## src/rtl/core/cqs_pkg.sv

```systemverilog
// ----------------------------------------------------------------------------
// cqs_pkg
// shared sizes, codes and controller/datapath interface types for the
// compacting queue with search
// ----------------------------------------------------------------------------
`default_nettype none

package cqs_pkg;

    localparam int DEPTH  = 8;
    localparam int DATA_W = 32;
    localparam int CNT_W  = $clog2(DEPTH + 1);
    localparam int ADDR_W = $clog2(DEPTH);

    typedef enum logic [1:0] {
        CMD_INSERT = 2'd0,
        CMD_REMOVE = 2'd1,
        CMD_PEEK   = 2'd2,
        CMD_SEARCH = 2'd3
    } cmd_t;

    typedef enum logic [1:0] {
        ST_OK       = 2'd0,
        ST_EMPTY    = 2'd1,
        ST_FULL     = 2'd2,
        ST_NOTFOUND = 2'd3
    } status_t;

    // result selection handed from controller to datapath
    typedef enum logic [2:0] {
        RES_NONE     = 3'd0,
        RES_OK_ZERO  = 3'd1,
        RES_OK_DATA  = 3'd2,
        RES_EMPTY    = 3'd3,
        RES_FULL     = 3'd4,
        RES_NOTFOUND = 3'd5
    } res_t;

    typedef struct packed {
        logic load;
        logic rd_head;
        logic rd_ptr;
        logic ptr_inc;
        logic compact_wr;
        logic compact_end;
        logic append;
        logic head_inc;
        res_t res;
        logic publish;
    } dp_cmd_t;

    typedef struct packed {
        cmd_t cmd;
        logic full;
        logic empty;
        logic at_end;
        logic scan_done;
        logic match;
    } dp_stat_t;

endpackage

`default_nettype wire

```

## src/rtl/core/cqs_datapath.sv

```systemverilog
// ----------------------------------------------------------------------------
// cqs_datapath
// slot memory, head/tail indices, scan pointer and result registers
// ----------------------------------------------------------------------------
`default_nettype none

module cqs_datapath (
    input  wire logic                              aclk,
    input  wire logic                              aresetn,
    input  wire cqs_pkg::cmd_t                     in_cmd,
    input  wire logic signed [cqs_pkg::DATA_W-1:0] in_value,
    input  wire logic signed [cqs_pkg::DATA_W-1:0] in_key,
    input  wire cqs_pkg::dp_cmd_t                  ctl,
    output cqs_pkg::dp_stat_t                      stat,
    output cqs_pkg::status_t                       out_status,
    output logic signed [cqs_pkg::DATA_W-1:0]      out_data,
    output logic                                   out_full,
    output logic                                   out_empty
);

    logic signed [cqs_pkg::DATA_W-1:0] mem [cqs_pkg::DEPTH];

    cqs_pkg::cmd_t                     cmd_reg;
    logic signed [cqs_pkg::DATA_W-1:0] value_reg;
    logic signed [cqs_pkg::DATA_W-1:0] key_reg;
    logic signed [cqs_pkg::DATA_W-1:0] rd_data_reg;
    logic [cqs_pkg::CNT_W-1:0]         head_reg, head_next;
    logic [cqs_pkg::CNT_W-1:0]         tail_reg, tail_next;
    logic [cqs_pkg::CNT_W-1:0]         ptr_reg;
    logic [cqs_pkg::CNT_W-1:0]         dst_reg;
    cqs_pkg::status_t                  res_status_reg;
    logic signed [cqs_pkg::DATA_W-1:0] res_data_reg;
    cqs_pkg::status_t                  out_status_reg;
    logic signed [cqs_pkg::DATA_W-1:0] out_data_reg;
    logic                              out_full_reg;
    logic                              out_empty_reg;
    logic                              full_now;
    logic                              empty_now;

    assign full_now  = (head_reg == '0) &&
                       (tail_reg == cqs_pkg::CNT_W'(cqs_pkg::DEPTH));
    assign empty_now = (head_reg >= tail_reg);

    assign stat.cmd       = cmd_reg;
    assign stat.full      = full_now;
    assign stat.empty     = empty_now;
    assign stat.at_end    = (tail_reg == cqs_pkg::CNT_W'(cqs_pkg::DEPTH));
    assign stat.scan_done = (ptr_reg >= tail_reg);
    assign stat.match     = (rd_data_reg == key_reg);

    always_comb begin
        head_next = head_reg;
        tail_next = tail_reg;
        if (ctl.compact_end) begin
            head_next = '0;
            tail_next = dst_reg;
        end else if (ctl.append) begin
            tail_next = tail_reg + 1'b1;
        end
        if (ctl.head_inc) begin
            head_next = head_reg + 1'b1;
        end
    end

    always_ff @(posedge aclk) begin
        if (!aresetn) begin
            head_reg <= '0;
            tail_reg <= '0;
        end else begin
            head_reg <= head_next;
            tail_reg <= tail_next;
        end
    end

    // slot memory: one write port, one registered read port
    always_ff @(posedge aclk) begin
        if (ctl.compact_wr) begin
            mem[dst_reg[cqs_pkg::ADDR_W-1:0]] <= rd_data_reg;
        end else if (ctl.append) begin
            mem[tail_reg[cqs_pkg::ADDR_W-1:0]] <= value_reg;
        end
        if (ctl.rd_head) begin
            rd_data_reg <= mem[head_reg[cqs_pkg::ADDR_W-1:0]];
        end else if (ctl.rd_ptr) begin
            rd_data_reg <= mem[ptr_reg[cqs_pkg::ADDR_W-1:0]];
        end
    end

    always_ff @(posedge aclk) begin
        if (ctl.load) begin
            cmd_reg   <= in_cmd;
            value_reg <= in_value;
            key_reg   <= in_key;
            ptr_reg   <= head_reg;
            dst_reg   <= '0;
        end else begin
            if (ctl.ptr_inc || ctl.compact_wr) begin
                ptr_reg <= ptr_reg + 1'b1;
            end
            if (ctl.compact_wr) begin
                dst_reg <= dst_reg + 1'b1;
            end
        end
    end

    always_ff @(posedge aclk) begin
        case (ctl.res)
            cqs_pkg::RES_NONE: begin
            end
            cqs_pkg::RES_OK_ZERO: begin
                res_status_reg <= cqs_pkg::ST_OK;
                res_data_reg   <= '0;
            end
            cqs_pkg::RES_OK_DATA: begin
                res_status_reg <= cqs_pkg::ST_OK;
                res_data_reg   <= rd_data_reg;
            end
            cqs_pkg::RES_EMPTY: begin
                res_status_reg <= cqs_pkg::ST_EMPTY;
                res_data_reg   <= '0;
            end
            cqs_pkg::RES_FULL: begin
                res_status_reg <= cqs_pkg::ST_FULL;
                res_data_reg   <= '0;
            end
            cqs_pkg::RES_NOTFOUND: begin
                res_status_reg <= cqs_pkg::ST_NOTFOUND;
                res_data_reg   <= '0;
            end
            default: begin
            end
        endcase
    end

    // flags reflect the indices after the request has finished
    always_ff @(posedge aclk) begin
        if (ctl.publish) begin
            out_status_reg <= res_status_reg;
            out_data_reg   <= res_data_reg;
            out_full_reg   <= full_now;
            out_empty_reg  <= empty_now;
        end
    end

    assign out_status = out_status_reg;
    assign out_data   = out_data_reg;
    assign out_full   = out_full_reg;
    assign out_empty  = out_empty_reg;

endmodule

`default_nettype wire

```

## src/rtl/core/cqs_ctrl.sv

```systemverilog
// ----------------------------------------------------------------------------
// cqs_ctrl
// sequencer for insert, compaction, front access and linear search
// ----------------------------------------------------------------------------
`default_nettype none

module cqs_ctrl (
    input  wire logic              aclk,
    input  wire logic              aresetn,
    input  wire logic              s_tvalid,
    output logic                   s_tready,
    output logic                   m_tvalid,
    input  wire logic              m_tready,
    input  wire cqs_pkg::dp_stat_t stat,
    output cqs_pkg::dp_cmd_t       ctl
);

    typedef enum logic [3:0] {
        IDLE,
        DISPATCH,
        COMPACT_RD,
        COMPACT_WR,
        APPEND,
        FRONT,
        SRCH_RD,
        SRCH_CMP,
        RESP
    } state_t;

    state_t state_reg, state_next;
    logic   out_valid_reg, out_valid_next;

    assign s_tready = (state_reg == IDLE);
    assign m_tvalid = out_valid_reg;

    always_comb begin
        state_next  = state_reg;
        ctl         = '0;
        ctl.res     = cqs_pkg::RES_NONE;
        case (state_reg)
            IDLE: begin
                if (s_tvalid) begin
                    ctl.load   = 1'b1;
                    state_next = DISPATCH;
                end
            end
            DISPATCH: begin
                if (stat.cmd == cqs_pkg::CMD_INSERT) begin
                    if (stat.full) begin
                        ctl.res    = cqs_pkg::RES_FULL;
                        state_next = RESP;
                    end else if (stat.at_end) begin
                        state_next = COMPACT_RD;
                    end else begin
                        state_next = APPEND;
                    end
                end else if (stat.empty) begin
                    ctl.res    = cqs_pkg::RES_EMPTY;
                    state_next = RESP;
                end else if (stat.cmd == cqs_pkg::CMD_SEARCH) begin
                    state_next = SRCH_RD;
                end else begin
                    ctl.rd_head = 1'b1;
                    state_next  = FRONT;
                end
            end
            COMPACT_RD: begin
                // move live entries down to slot zero, one per read/write pair
                if (stat.scan_done) begin
                    ctl.compact_end = 1'b1;
                    state_next      = APPEND;
                end else begin
                    ctl.rd_ptr = 1'b1;
                    state_next = COMPACT_WR;
                end
            end
            COMPACT_WR: begin
                ctl.compact_wr = 1'b1;
                state_next     = COMPACT_RD;
            end
            APPEND: begin
                ctl.append = 1'b1;
                ctl.res    = cqs_pkg::RES_OK_ZERO;
                state_next = RESP;
            end
            FRONT: begin
                ctl.res      = cqs_pkg::RES_OK_DATA;
                ctl.head_inc = (stat.cmd == cqs_pkg::CMD_REMOVE);
                state_next   = RESP;
            end
            SRCH_RD: begin
                if (stat.scan_done) begin
                    ctl.res    = cqs_pkg::RES_NOTFOUND;
                    state_next = RESP;
                end else begin
                    ctl.rd_ptr = 1'b1;
                    state_next = SRCH_CMP;
                end
            end
            SRCH_CMP: begin
                if (stat.match) begin
                    ctl.res    = cqs_pkg::RES_OK_DATA;
                    state_next = RESP;
                end else begin
                    ctl.ptr_inc = 1'b1;
                    state_next  = SRCH_RD;
                end
            end
            RESP: begin
                // wait for the output register to free up
                if (!out_valid_reg || m_tready) begin
                    ctl.publish = 1'b1;
                    state_next  = IDLE;
                end
            end
            default: begin
                state_next = IDLE;
            end
        endcase
    end

    always_comb begin
        if (ctl.publish) begin
            out_valid_next = 1'b1;
        end else if (m_tready) begin
            out_valid_next = 1'b0;
        end else begin
            out_valid_next = out_valid_reg;
        end
    end

    always_ff @(posedge aclk) begin
        if (!aresetn) begin
            state_reg     <= IDLE;
            out_valid_reg <= 1'b0;
        end else begin
            state_reg     <= state_next;
            out_valid_reg <= out_valid_next;
        end
    end

endmodule

`default_nettype wire

```

## src/rtl/core/compacting_queue_with_search_unit.sv

```systemverilog
// ----------------------------------------------------------------------------
// compacting_queue_with_search_unit
// bounded fifo of signed words with insert, remove, peek and key search
// ----------------------------------------------------------------------------
// One request is handled at a time; every request returns exactly one result
// with a status, a data word and the full/empty flags after the request.
// The sequencer walks the slot memory one entry at a time. A search reads and
// compares the live entries from the front until it finds a match or passes
// the rear. An insert that finds the rear at the end of the array with room at
// the front first compacts the live entries to slot zero, with a read and a
// write per entry, and then appends.
// A new request can be accepted as soon as a result is registered, even
// while that result still waits on m_tready.
// ----------------------------------------------------------------------------
`default_nettype none

module compacting_queue_with_search_unit (
    input  wire logic        aclk,
    input  wire logic        aresetn,
    input  wire logic        s_tvalid,
    output logic             s_tready,
    input  wire logic [63:0] s_tdata,  // value[31:0], search_key[63:32]
    input  wire logic [1:0]  s_tuser,  // command[1:0]
    output logic             m_tvalid,
    input  wire logic        m_tready,
    output logic [39:0]      m_tdata,  // data_out[31:0], is_full[32], is_empty[33]
    output logic [1:0]       m_tuser   // status[1:0]
);

    cqs_pkg::dp_cmd_t                  ctl;
    cqs_pkg::dp_stat_t                 stat;
    cqs_pkg::status_t                  out_status;
    logic signed [cqs_pkg::DATA_W-1:0] out_data;
    logic                              out_full;
    logic                              out_empty;

    cqs_ctrl u_ctrl (
        .aclk     (aclk),
        .aresetn  (aresetn),
        .s_tvalid (s_tvalid),
        .s_tready (s_tready),
        .m_tvalid (m_tvalid),
        .m_tready (m_tready),
        .stat     (stat),
        .ctl      (ctl)
    );

    cqs_datapath u_datapath (
        .aclk       (aclk),
        .aresetn    (aresetn),
        .in_cmd     (cqs_pkg::cmd_t'(s_tuser)),
        .in_value   (s_tdata[31:0]),
        .in_key     (s_tdata[63:32]),
        .ctl        (ctl),
        .stat       (stat),
        .out_status (out_status),
        .out_data   (out_data),
        .out_full   (out_full),
        .out_empty  (out_empty)
    );

    assign m_tdata = {6'b0, out_empty, out_full, out_data};
    assign m_tuser = out_status;

endmodule

`default_nettype wire

```

## config.mk

```make
export PLATFORM = sky130hd
export DESIGN_NAME = compacting_queue_with_search_unit
export DESIGN_NICKNAME = d
export VERILOG_FILES = /design/src/rtl/core/cqs_pkg.sv /design/src/rtl/core/cqs_datapath.sv /design/src/rtl/core/cqs_ctrl.sv /design/src/rtl/core/compacting_queue_with_search_unit.sv
export SDC_FILE = /design/constraint.sdc
export NUM_CORES = 1
export LEC_CHECK = 0
export ABC_AREA = 1
export BUFFER_PORTS_ARGS = -buffer_cell sky130_fd_sc_hd__buf_2
export CELL_PAD_IN_SITES_DETAIL_PLACEMENT = 1
export CELL_PAD_IN_SITES_GLOBAL_PLACEMENT = 2
export CORE_MARGIN = 2
export CORE_UTILIZATION = 41
export DETAILED_ROUTE_END_ITERATION = 10
export GPL_TIMING_DRIVEN = 0
export PLACE_DENSITY_LB_ADDON = 0.1
export SLEW_MARGIN = 10
export SYNTH_ARGS = -nofsm -noshare
export SYNTH_HDL_FRONTEND = slang
export SYNTH_HIERARCHICAL = 1
export SYNTH_SLANG_ARGS = --single-unit
```

## constraint.sdc

```tcl
create_clock -name aclk -period 6.3 [get_ports aclk]
set_clock_uncertainty 0.15 [all_clocks]
set_input_delay 1.26 -clock aclk [delete_from_list [all_inputs] [get_ports aclk]]
set_output_delay 1.26 -clock aclk [all_outputs]
set_load 0.02 [all_outputs]
```

==> run summary, run 1 <==
drt wl/cell: 24.5 um
actual slew at the worst max-slew pin: 1.11 ns
Max-slew headroom: 25.8%
Clock power frac: 39.4%
Synth Cell Area: 20700 sq um
sw power: 2140 uW
CTS clk-pin slew, worst paths: 0.06 ns
WS Path Type: flip-flop to flip-flop
fin crit share: 62.0%
io pins: 114
Starting DRT DRC Count: 1103
chip height: 229 um
GRT Residual Overflow: 0
global-route wire length before repair: 103000 um
Post-CTS Setup Inserts: 0
GRT Resource Usage Total: 26.5%
Syn Inst Count: 1956
DRC: 0
vias: 15700
Comb power frac: 15.4%
TritonCTS clock tree: yes
CTS Buf Count: 51
Post-synth ARST share: 0%
synth warn: 6
H-tree depth: 2
nets@finish: 2219
PortBufs: 107
Largest register FFs: 256
EDFF count, synth: 428
ant diodes: 0
Critical Path AT: 4.05 ns
routed wire length: 69900 um
placed cell count: 2754
RSZ-0062 raised after global routing: no
TritonRoute pass-1 iters: 5
register share of total power: 45.1%
Peak VDD IR: 208 uV
die footprint: 52400 sq um
area delta synth->final: 16.5%
Clock Path Buffers: 3
Most common cell on crit path: inv_1
Max Slew Vio Count: 0
switch share: 27.6%
Finished Layout Cells: 2849
data required time of the critical path: 6.44 ns
vias in the first global route: 16500
Die W: 229 um
DP HPWL: 49500 um
crit-path max cell delay: 0.44 ns
CP Capture Type: flip-flop
largest net degree at the start of global routing: 37
slowest stage cell, crit path: clkbuf_1
fin crit period: 3.91 ns
Leak Pwr: 0.00912 uW
Critical Path Start Type: flip-flop
predominant post-synthesis flop cell: edfxtp_1
Internal Power: 5610 uW
synth unique cells: 33
GPL Wtd Cong: 0.853
layout cell share with drive strength beyond 1: 14.0%
power per cell area: 321 nW/um^2
status: complete, no violations
initial antenna violation count: 0
core area: 50100 sq um
Initial Util: 41.4%
worst skew pair latency: 0.60 ns
CP bufs+invs: 8
Resized cells post-CTS: 0
Root Driver: clkbuf_16
CTS Hold Bufs: 0
clock sinks: 451
fmax: 256 MHz
Hold Fails Final Rpt: 0
vias per std cell: 5.50
Crit Path Max Fanout: 10
crit-path cells: inv_1 > ha_1 > inv_1 > nor2_1 > o211ai_1 > nand3_1 > buf_4 > inv_1 > nand2_1 > nor2_1 > nand2_2 > inv_1 > clkbuf_1 > inv_1 > clkbuf_1 > nand3_1 > nand2_1
Finished Core Util: 48.2%
row cnt: 82
Synth Register Bits: 451
Final Setup Violations: 0
post-route ant nets: 0
sequential-to-total area share from yosys stat: 64.2%
CP top delay family: buffers and inverters
Avg Inst Size Synth: 10.6 sq um
Hold WC Path Type: flip-flop to flip-flop
Max Cap Viol: 0
## power groups by stage
stage	Clock [uW]	Combinational [uW]	Sequential, uW
2_1_floorplan	0	672	3570
3_3_place_gp	0	1140	3570
3_5_place_dp	0	1190	3560
4_1_cts	3110	1200	3500
5_1_grt	3220	1290	3510
6_report	3060	1200	3500
## metal layers
metal	vias to the layer above	global-route usage [%]	wire length [um]
met4	0	10.9	2690
met2	492	44.9	34100
met5	-	0	0
met1	7850	34.7	29500
met3	125	3.19	3580
li1	7189	-	-
## path summary, 6_finish.rpt
path                                                  from                          to  slack [ns]  depth (start not counted)
worst min-delay path            u_datapath/res_data_reg[4]      u_datapath/out_data[4]        0.27                          0
worst max-delay path                u_datapath/tail_reg[1]  u_datapath/rd_data_reg[16]        2.39                         17
worst min register to register  u_datapath/res_data_reg[4]      u_datapath/out_data[4]        0.27                          0
worst max register to register      u_datapath/tail_reg[1]  u_datapath/rd_data_reg[16]        2.39                         17
## cell type report
cell class / count / area (sq um)
Clock inverter: 31 / 338
Clock buffer: 64 / 1370
Timing Repair Buffer: 121 / 796
Sequential cell: 451 / 13300
Inverter: 244 / 916
Multi-Input combinational cell: 1139 / 5830
Tap cell: 672 / 841
Buffer: 127 / 754
Fill cell: 5572 / 25900
## cell usage after synthesis, types with 6 or more instances
master    count  area [sq um]
buf_4        29           218
nand2_1     372          1400
buf_2        45           225
inv_1       240           901
xor2_1        6          52.6
a21oi_1     105           526
clkbuf_1     31           116
buf_1         7          26.3
nand3_1     211          1060
buf_6        15           169
nor2_1      120           450
dfxtp_1      23           460
ha_1         14           175
edfxtp_1    428         12900
o211ai_1    196          1470
o21ai_0      79           395
## cells by family after synthesis
logic type,count (synthesis),share of synthesized area [%]
simple gates,722,14.7
flops,451,64.2
xor+xnor,8,0.338
mux,1,0.0543
other cells,1,0.0181
fa+ha+maj,14,0.845
buf+inv,371,8.06
compound gates,388,11.8
## worst reg2reg max path, delay by kind of cell (launching register included)
family / cells / cell delay [ns]
and+or+nand+nor: 7 / 0.84
adders and majority gates: 1 / 0.33
AOI/OAI and AO/OA: 1 / 0.15
DFF: 1 / 0.43
buffers and inverters: 8 / 1.69
## per-stage QoR
stage | cell area, sq um | setup TNS (ns) | hold WS, ns | power [uW] | setup WS (ns)
3_5_place_dp | 22400 | 0 | 0.256 | 4760 | 2.46
3_3_place_gp | 22100 | -48.89 | 0.251 | 4710 | -2.22
2_1_floorplan | 20700 | 0 | 0.250 | 4240 | 0.459
4_1_cts | 24200 | 0 | 0.270 | 7810 | 2.44
5_1_grt | 24200 | 0 | 0.276 | 8020 | 2.23
6_report | 24200 | 0 | 0.268 | 7750 | 2.39
## cells in the final DEF (no fill, tap or decap), drive strengths merged, types with 82 or more instances in the layout
cell,n
a21oi,105
nand3,211
edfxtp,428
clkbuf,95
nand2,374
o211ai,196
buf,217
inv,245
o21ai,82
nor2,123
No activity file was read; power rests on OpenSTA's default activity.
==> inputs of run 2 (changes only) <==
--- a/config.mk
+++ b/config.mk
@@ -10,7 +10,7 @@
 export CELL_PAD_IN_SITES_DETAIL_PLACEMENT = 1
 export CELL_PAD_IN_SITES_GLOBAL_PLACEMENT = 2
 export CORE_MARGIN = 2
-export CORE_UTILIZATION = 41
+export CORE_UTILIZATION = 37
 export DETAILED_ROUTE_END_ITERATION = 10
 export GPL_TIMING_DRIVEN = 0
 export PLACE_DENSITY_LB_ADDON = 0.1
==> constraint.sdc (replaced) <==
create_clock -name aclk -period 3.5 [get_ports aclk]
set_clock_uncertainty 0.15 [all_clocks]
set_input_delay 0.7 -clock aclk [delete_from_list [all_inputs] [get_ports aclk]]
set_output_delay 0.7 -clock aclk [all_outputs]
set_load 0.02 [all_outputs]
==> run 2 against run 1 <==
Net effect:
- final cell count up 3.4%
- die area grew 11%
- sequential power increased by 80%
- power increased by 83%
- via count is 0.74% higher
- register-to-register slack got worse by 2.2 ns
- maximum frequency rose by 17%
- combinational power grew 83%
- worst setup slack got worse by 2.2 ns
- clock-buffer cell count down 2
- global-route usage is 1.7 points lower
- critical path type unchanged
- critical endpoint is now u_datapath/rd_data_reg[21]
==> run summary, run 2 (synthesis gave the netlist of run 1 again) <==
actual slew at the worst max-slew pin: 1.04 ns (was 1.11 ns)
core area: 55200 sq um (was 50100 sq um)
area post-placement: 22600 sq um (was 22400 sq um)
Final Setup Violations: 0 (unchanged)
DRC: 0 (unchanged)
Fill cells: 6033 (was 5572)
power per cell area: 578 nW/um^2 (was 321 nW/um^2)
Leak Pwr: 0.00929 uW (was 0.00912 uW)
Max Cap Viol: 0 (unchanged)
DP HPWL: 50300 um (was 49500 um)
GRT Resource Usage Total: 24.9% (was 26.5%)
commonest non-fill, non-tap cell in the layout: edfxtp_1 (unchanged)
vias: 15800 (was 15700)
Clock Path Buffers: 3 (unchanged)
Reg area: 13300 sq um (about the same)
Initial Util: 37.5% (was 41.4%)
ant diodes: 0 (unchanged)
H-tree depth: 2 (unchanged)
CTS Buf Count: 53 (was 51)
routed wire length: 71800 um (was 69900 um)
CTS Hold Bufs: 0 (unchanged)
post-placement worst setup slack: -0.428 ns (was 2.46 ns)
Die W: 241 um (was 229 um)
die footprint: 57900 sq um (was 52400 sq um)
CP Capture Type: flip-flop (unchanged)
GRT Residual Overflow: 0 (unchanged)
Largest register FFs: 256 (unchanged)
CTS clk-pin slew, worst paths: 0.06 ns (about the same)
data required time of the critical path: 3.66 ns (was 6.44 ns)
nets@finish: 2237 (was 2219)
fin crit period: 3.35 ns (was 3.91 ns)
row cnt: 86 (was 82)
Max Slew Vio Count: 0 (unchanged)
Multi-input gate area: 5870 sq um (was 5830 sq um)
global-route wire length before repair: 105000 um (was 103000 um)
io pins: 114 (unchanged)
TritonRoute pass-1 iters: 5 (unchanged)
worst skew pair latency: 0.61 ns (was 0.60 ns)
post-route ant nets: 0 (unchanged)
layout cell share with drive strength beyond 1: 15.2% (was 14.0%)
fin crit share: 95.8% (was 62.0%)
Hold Fails Final Rpt: 0 (unchanged)
vias in the first global route: 16600 (was 16500)
PortBufs: 107 (unchanged)
RSZ-0062 raised after global routing: no (unchanged)
fmax: 298 MHz (was 256 MHz)
commonest non-fill, non-tap cells in the layout: 428 x edfxtp_1, 372 x nand2_1, 238 x inv_1, 211 x nand3_1, 196 x o211ai_1 (was 428 x edfxtp_1, 372 x nand2_1, 240 x inv_1, 211 x nand3_1, 196 x o211ai_1)
Starting DRT DRC Count: 1137 (was 1103)
chip height: 241 um (was 229 um)
Crit Path Max Fanout: 10 (unchanged)
fin worst setup slack: 0.148 ns (was 2.39 ns)
Hold WC Path Type: input pin to flip-flop (was flip-flop to flip-flop)
Non-Filler Cell Area, Final: 24600 sq um (was 24200 sq um)
area delta synth->final: 18.6% (was 16.5%)
status: complete, no violations (unchanged)
GPL Wtd Cong: 0.829 (was 0.853)
initial antenna violation count: 1 (was 0)
clock sinks: 451 (unchanged)
vias per std cell: 5.36 (was 5.50)
Finished Layout Cells: 2945 (was 2849)
placed cell count: 2831 (was 2754)
drt wl/cell: 24.4 um (was 24.5 um)
Max-slew headroom: 30.6% (was 25.8%)
Root Driver: clkbuf_16 (unchanged)
Peak VDD IR: 430 uV (was 208 uV)
WS Path Type: flip-flop to flip-flop (unchanged)
Critical Path AT: 3.51 ns (was 4.05 ns)
largest net degree at the start of global routing: 37 (unchanged)
TritonCTS clock tree: yes (unchanged)
Critical Path Start Type: flip-flop (unchanged)
run 2: cell type report:
cell class                      instances  area share (%)
Tap cell                              748            3.81
Inverter                              244            3.73
Buffer                                126            3.06
Clock inverter                         37            1.74
Clock buffer                           62            5.53
Multi-Input combinational cell       1140            23.9
Sequential cell                       451            54.2
Timing Repair Buffer                  137            4.09
run 2: power by group:
group          switching, uW  internal (uW)
clock network           2290           3440
logic                   1560            626
registers               88.6           6210
total                   3940          10300
run 2: metrics by stage:
| step | setup TNS, ns | utilization (%) | power, uW | hold WS (ns) |
|---|---|---|---|---|
| 4_1_cts | 0 | 44.3 | 14400 | 0.0687 |
| 2_1_floorplan | -2.43 | - | 7620 | 0.250 |
| 3_5_place_dp | -33.11 | 40.9 | 8590 | 0.255 |
| 3_3_place_gp | -513.40 | 40.3 | 8500 | 0.251 |
| 5_1_grt | 0 | 44.5 | 14700 | 0.0806 |
| 6_report | 0 | 44.5 | 14200 | 0.108 |
run 2: worst paths after layout:
path                                   start  slack, ns  cells past startpoint                         end
setup / recovery      u_datapath/tail_reg[1]       0.15                     16  u_datapath/rd_data_reg[21]
hold / removal                   s_tdata[42]       0.11                      1      u_datapath/key_reg[10]
setup reg to reg      u_datapath/tail_reg[1]       0.15                     16  u_datapath/rd_data_reg[21]
hold reg to reg   u_datapath/res_data_reg[4]       0.27                      0      u_datapath/out_data[4]
run 2: per-layer routing:
layer | vias up | share of wire (%) | global-route usage [%]
li1 | 7231 | - | -
met1 | 7985 | 44 | 32.7
met2 | 444 | 49 | 42.8
met3 | 112 | 4.6 | 2.87
met4 | 0 | 3.0 | 8.23
met5 | - | 0 | 0
run 2: worst max-delay path: stages (launching register included):
cell,delay (ns)
dfxtp_2,0.38
inv_2,0.09
ha_4,0.24
inv_1,0.05
nor2_1,0.04
o211ai_1,0.17
nand3_1,0.13
buf_4,0.16
inv_2,0.07
nand2_1,0.05
nor2_1,0.12
nand2_2,0.08
inv_1,0.31
inv_1,0.26
clkbuf_1,0.39
nand3_1,0.19
nand2_1,0.17
run 2: repair_timing:
item / 4_1_cts / 5_1_grt
cloned: 1 / 0
buffers inserted: 7 / 8
gates resized for setup: 2 / 4
endpoints found under the setup margin: 164 / 115
pin swaps: 4 / 4
